`src/hw/rtl/rmd_pkg.sv`:
```
// Package for the RIPEMD-320 hash block: types, round constants and tables.
// Used by every module of the block; depends on nothing.
`default_nettype none
package rmd_pkg;

   // Request as it travels from the front end to the compression engine.
   typedef struct packed {
      logic [7:0] data_byte;
      logic       byte_present;
      logic       finish;
   } req_type;

   localparam int unsigned QueueDepth = 4;
   localparam int unsigned QueueAw = 2;

   function automatic logic [31:0] init_word(input logic [3:0] idx);
      logic [31:0] w;
      case (idx)
         4'd0: w = 32'h67452301;
         4'd1: w = 32'hefcdab89;
         4'd2: w = 32'h98badcfe;
         4'd3: w = 32'h10325476;
         4'd4: w = 32'hc3d2e1f0;
         4'd5: w = 32'h76543210;
         4'd6: w = 32'hfedcba98;
         4'd7: w = 32'h89abcdef;
         4'd8: w = 32'h01234567;
         default: w = 32'h3c2d1e0f;
      endcase
      return w;
   endfunction

   function automatic logic [31:0] add_left(input logic [2:0] rd);
      logic [31:0] k;
      case (rd)
         3'd0: k = 32'h00000000;
         3'd1: k = 32'h5a827999;
         3'd2: k = 32'h6ed9eba1;
         3'd3: k = 32'h8f1bbcdc;
         default: k = 32'ha953fd4e;
      endcase
      return k;
   endfunction

   function automatic logic [31:0] add_right(input logic [2:0] rd);
      logic [31:0] k;
      case (rd)
         3'd0: k = 32'h50a28be6;
         3'd1: k = 32'h5c4dd124;
         3'd2: k = 32'h6d703ef3;
         3'd3: k = 32'h7a6d76e9;
         default: k = 32'h00000000;
      endcase
      return k;
   endfunction

   localparam logic [3:0] WordLeft [80] = '{
      0, 1, 2, 3, 4, 5, 6, 7, 8, 9,10,11,12,13,14,15,
      7, 4,13, 1,10, 6,15, 3,12, 0, 9, 5, 2,14,11, 8,
      3,10,14, 4, 9,15, 8, 1, 2, 7, 0, 6,13,11, 5,12,
      1, 9,11,10, 0, 8,12, 4,13, 3, 7,15,14, 5, 6, 2,
      4, 0, 5, 9, 7,12, 2,10,14, 1, 3, 8,11, 6,15,13};
   localparam logic [3:0] WordRight [80] = '{
      5,14, 7, 0, 9, 2,11, 4,13, 6,15, 8, 1,10, 3,12,
      6,11, 3, 7, 0,13, 5,10,14,15, 8,12, 4, 9, 1, 2,
     15, 5, 1, 3, 7,14, 6, 9,11, 8,12, 2,10, 0, 4,13,
      8, 6, 4, 1, 3,11,15, 0, 5,12, 2,13, 9, 7,10,14,
     12,15,10, 4, 1, 5, 8, 7, 6, 2,13,14, 0, 3, 9,11};
   localparam logic [4:0] RotLeft [80] = '{
     11,14,15,12, 5, 8, 7, 9,11,13,14,15, 6, 7, 9, 8,
      7, 6, 8,13,11, 9, 7,15, 7,12,15, 9,11, 7,13,12,
     11,13, 6, 7,14, 9,13,15,14, 8,13, 6, 5,12, 7, 5,
     11,12,14,15,14,15, 9, 8, 9,14, 5, 6, 8, 6, 5,12,
      9,15, 5,11, 6, 8,13,12, 5,12,13,14,11, 8, 5, 6};
   localparam logic [4:0] RotRight [80] = '{
      8, 9, 9,11,13,15,15, 5, 7, 7, 8,11,14,14,12, 6,
      9,13,15, 7,12, 8, 9,11, 7, 7,12, 7, 6,15,13,11,
      9, 7,15,11, 8, 6, 6,14,12,13, 5,14,13,13, 7, 5,
     15, 5, 8,11,14,14, 6,14, 6, 9,12, 9,12, 5,15, 8,
      8, 5,12, 9,12, 5,14, 6, 8,13, 6, 5,15,13,11,11};

   function automatic logic [31:0] rotl(input logic [31:0] x, input logic [4:0] n);
      logic [63:0] d;
      d = {x, x} << n;
      return d[63:32];
   endfunction

   function automatic logic [31:0] bool_fn(input logic [2:0] sel, input logic [31:0] x,
                                           input logic [31:0] y, input logic [31:0] z);
      logic [31:0] f;
      case (sel)
         3'd0: f = x ^ y ^ z;
         3'd1: f = (x & y) | (~x & z);
         3'd2: f = (x | ~y) ^ z;
         3'd3: f = (x & z) | (y & ~z);
         default: f = x ^ (y | ~z);
      endcase
      return f;
   endfunction

endpackage
`default_nettype wire

```
`src/hw/rtl/rmd_queue.sv`:
```
// Short request queue between the front end and the compression engine.
// Depends on rmd_pkg.
`default_nettype none
module rmd_queue (
   input  wire logic            clock,
   input  wire logic            reset,
   input  wire logic            wr_en,
   input  wire rmd_pkg::req_type wr_data,
   output logic                 full,
   input  wire logic            rd_en,
   output rmd_pkg::req_type     rd_data,
   output logic                 empty
);
   import rmd_pkg::*;

   req_type            slot_ff [QueueDepth];
   logic [QueueAw-1:0] wptr_ff, rptr_ff;
   logic [QueueAw:0]   count_ff;

   assign full    = (count_ff == QueueAw'(0) + (QueueAw+1)'(QueueDepth));
   assign empty   = (count_ff == '0);
   assign rd_data = slot_ff[rptr_ff];

   // Storage slots hold payload only.
   always_ff @(posedge clock) begin
      if (wr_en && !full) slot_ff[wptr_ff] <= wr_data;
   end

   // Pointers and occupancy.
   always_ff @(posedge clock) begin
      if (reset) begin
         wptr_ff  <= '0;
         rptr_ff  <= '0;
         count_ff <= '0;
      end else begin
         if (wr_en && !full) wptr_ff <= wptr_ff + 1'b1;
         if (rd_en && !empty) rptr_ff <= rptr_ff + 1'b1;
         count_ff <= count_ff + (QueueAw+1)'(wr_en && !full)
                     - (QueueAw+1)'(rd_en && !empty);
      end
   end
endmodule
`default_nettype wire

```
`config.mk`:
```
export PLATFORM = sky130hd
export DESIGN_NAME = rmd_queue
export DESIGN_NICKNAME = d
export VERILOG_FILES = /design/src/hw/rtl/rmd_pkg.sv /design/src/hw/rtl/rmd_queue.sv
export SDC_FILE = /design/constraint.sdc
export NUM_CORES = 1
export LEC_CHECK = 0
export ABC_AREA = 1
export BUFFER_PORTS_ARGS = -buffer_cell sky130_fd_sc_hd__buf_2
export CAP_MARGIN = 20
export CORE_MARGIN = 3
export CORE_UTILIZATION = 45
export CTS_CLUSTER_SIZE = 25
export DETAILED_ROUTE_END_ITERATION = 8
export PLACE_DENSITY = 0.62
export RECOVER_POWER = 100
export SYNTH_ARGS = -nofsm -noshare
export SYNTH_HDL_FRONTEND = slang
export SYNTH_SLANG_ARGS = --single-unit
```
`constraint.sdc`:
```
create_clock -name clock -period 2.2 [get_ports clock]
set_input_delay 0.11 -clock clock [delete_from_list [all_inputs] [get_ports clock]]
set_output_delay 0.11 -clock clock [all_outputs]
set_load 0.01 [all_outputs]
```
==> Implementation_results.wiki <==
{| class="wikitable"
! Metric !! Value
|-
| Slew HR || between 50% and 60%
|-
| Element type at the critical path start || register
|-
| Met1 Usage GRT || 20.2%
|-
| Hold WS || between 0.07 and 0.08 ns
|-
| Overall global routing resource usage || 15.0%
|-
| Worst slack, placed || roughly 0.36 ns
|-
| Post-Layout Cell Count || 250
|-
| Die Footprint || 5210 um2
|-
| First DRT Iteration DRCs || 53
|-
| Detailed-placement wirelength estimate || 2380 um
|-
| Overflow left after global routing || 0
|-
| M2 GR Usage || between 20% and 30%
|-
| Final critical path time including I/O delays and setup || ~1.9 ns
|-
| VDD IR-drop max || approximately 420 uV
|-
| Simple-gate portion of the synthesized area || roughly a tenth
|-
| Part of the cycle the worst path needs || a little under 90%
|-
| Category of the critical setup timing path || register to register
|-
| Design Power || roughly 0.0024 W
|-
| Number of hold-slack violations in the final timing report || 0
|-
| Setup repair after global routing missed its margin || false
|-
| Ports placed on the boundary || 26
|-
| Area growth, synth to finish || 12.6%
|-
| Portion of the post-synthesis area used by sequential elements || between 70% and 80%
|-
| Cell internal power dissipation || 0.00160 W
|-
| Complex-gate fraction of the synthesized area || a little under a tenth
|-
| Multiplexer share of the synthesized area || 0%
|-
| Largest net degree at the start of global routing || 21
|-
| Via count of the first global-routing pass || between 1,000 and 1,500
|-
| Worst clock skew || 0.00474 ns
|-
| Via total after detailed routing || around 1,300
|-
| Synthesized net count || 187
|-
| Routed wire per std cell || between 10 and 15 um
|-
| Highest cell delay on the worst timing path || about 0.41 ns
|-
| Total iterations of the first detailed-routing run || 4
|-
| Worst-path clk slew || roughly 0.090 ns
|-
| Placer's final routability congestion estimate || ~0.78
|-
| Most frequent cells in the layout || edfxtp_1, nor2_1, clkbuf_1
|-
| Number of sinks handled by clock tree synthesis || around 50
|-
| Fraction of power consumed by the clock network || between 20% and 30%
|-
| Maximum buffer depth of the clock tree || 2
|-
| Share of post-route cells with drive strength above 1 || 6.50%
|-
| Xor and xnor area share after synthesis || 0%
|-
| Met3 usage || about 3.5%
|-
| Wire length of the first global-routing pass || 5930 um
|-
| DRC violation count after routing || 0
|-
| DRT Wirelength || ~3500 um
|-
| Total power density per cell area || between 1000 and 1500 nW/um2
|-
| FP Rows || 23
|-
| NumNets Final || 220
|-
| Max-slew violation count || 0
|-
| Adder-cell share of the synthesized area || ~4.8%
|-
| Area of the core || just over 4000 um2
|-
| Insertion delay of the later-clocked pin in the worst-skew pair || slightly below 0.3 ns
|-
| Count of buffers from port buffering || 25
|-
| Via count normalized by instance count || slightly above 5
|-
| Comb power frac || roughly 29%
|-
| Height of the chip || between 70 and 80 um
|-
| Post-CTS setup buffers || 0
|-
| Floorplan die width || between 70 and 80 um
|-
| Critical path buffers and inverters || 1
|-
| Final WS setup || 0.268 ns
|-
| Portion of synthesized cell area occupied by the leading cell type || between 60% and 70%
|-
| Diodes inserted || 0
|-
| Delay-heaviest family, CP || adder cells
|-
| Critical Path AT || between 2 and 2.5 ns
|-
| Highest attainable clock frequency || between 500 and 600 MHz
|-
| Count of fill cells added during filler insertion || approximately 380
|-
| Kind of end point of the critical path || register
|-
| Result of the run || finished, final reports clean
|-
| Switching share of total power || between 30 and 40%
|-
| Post-cts repair resize count || 0
|-
| Most common cell after layout, fill and taps aside || edfxtp_1
|-
| H-tree lvl count || 2
|-
| Effective utilization at floorplan || 47.9%
|-
| Final antenna-violating net count || 0
|-
| Number of cells produced by synthesis || approximately 170
|-
| Fin Setup TNS || 0 ns
|-
| Power share of the sequential group || roughly half
|-
| Layer with the highest usage after global routing || met2
|-
| Net Sw Power || a little over 0.0008 W
|-
| Inserted Clock Buffers || 5
|-
| Endpoint required time on the critical path || 2.39 ns
|-
| Hold crit path type || primary input to register
|-
| Hold-fix buffer count after cts || 1
|-
| Cell types occupying the most area after synthesis || edfxtp_1, dfxtp_1, nor2_1
|-
| Count of yosys warnings during synthesis || 0
|-
| Max-cap violations || 0
|-
| Total standard cell area after synthesis || 1970 um2
|-
| Crit-path most repeated cell || ha_1
|-
| Cell total after placement || around 240
|-
| Distinct cell type count of the synthesized netlist || 14
|-
| CP max FO || 6
|-
| Yosys top cell by area || edfxtp_1
|-
| Cell chosen for the clock root || clkbuf_8
|-
| Final setup viols || 0
|-
| Slowest-stage cell, CP || dfxtp_1
|-
| Worst-path cell chain || nor2_4 > nand2_1 > nand2_2 > ha_1 > inv_1 > ha_1 > fa_1 > a21oi_1 > nor2_1
|-
| Least-Margin Pin Slew || ~0.72 ns
|-
| Leakage || slightly above 0.8 nW
|-
| Number of synthesized register bits || 49
|-
| Average instance area after synthesis || between 10 and 15 um2
|-
| Largest family of logic cells by synthesized area || simple AND/OR/NAND/NOR gates
|-
| Clock tree from TritonCTS || built
|-
| Number of antenna violations at the first check in global routing || 0
|}
-- synth_stat cells --
cell type / instances
nand2_1: 9
nand3_1: 4
fa_1: 1
nor2_4: 1
buf_2: 5
inv_1: 20
nand2_2: 3
o21ai_0: 20
nor2_1: 33
dfxtp_1: 9
ha_1: 6
o22ai_1: 10
a21oi_1: 5
edfxtp_1: 40
-- cell families (layout without fill, tap and decap cells) --
logic type	after synthesis	after routing
and+or+nand+nor	50	50
AOI/OAI and AO/OA	35	35
DFF	49	49
buffers and inverters	25	59
adders and majority gates	7	7
-- metal layers --
metal	wire (um)	up-vias
met4	47	0
met3	144	4
met5	0	-
met1	1610	604
li1	-	635
met2	1730	24
-- final cells by class --
cell class,instances,area (um2),share of cell area [%]
Timing Repair Buffer,31,130,5.86
Sequential cell,49,1380,62.2
Tap cell,50,62.6,2.82
Multi-Input combinational cell,92,485,21.9
Clock buffer,6,72.6,3.27
Clock inverter,2,13.8,0.620
Inverter,20,75.1,3.38
-- flip-flops by register name, summed over array words and instances, names as in the netlist, named ones only --
signal and flops:
slot_ff 40, count_ff 3, rptr_ff 2, wptr_ff 2
-- path summary, 6_finish.rpt --
check                    from             to  slack [ns]  cells after the start
setup / recovery  count_ff[1]    count_ff[2]        0.27                      9
hold reg to reg    rptr_ff[0]     rptr_ff[0]        0.52                      2
setup reg to reg  count_ff[1]    count_ff[2]        0.27                      9
hold / removal     wr_data[1]  slot_ff[0][1]        0.07                      1
-- power by group through the flow --
stage | logic, W | clock network [W] | registers (W)
3_3_place_gp | 0.000714 | 0 | 0.00122
4_1_cts | 0.000750 | 0.000525 | 0.00121
5_1_grt | 0.000798 | 0.000567 | 0.00122
6_report | 0.000691 | 0.000511 | 0.00121
2_1_floorplan | 0.000506 | 0 | 0.00121
3_5_place_dp | 0.000746 | 0 | 0.00123
-- through the flow --
stage                     utilization, %  cell area, um2
after floorplan                        -            1970
after global placement              52.8            2170
after detailed placement            52.8            2170
after CTS                           55.1            2270
after global routing                54.0            2220
final                               54.0            2220
(Power assumes the default switching activity.)
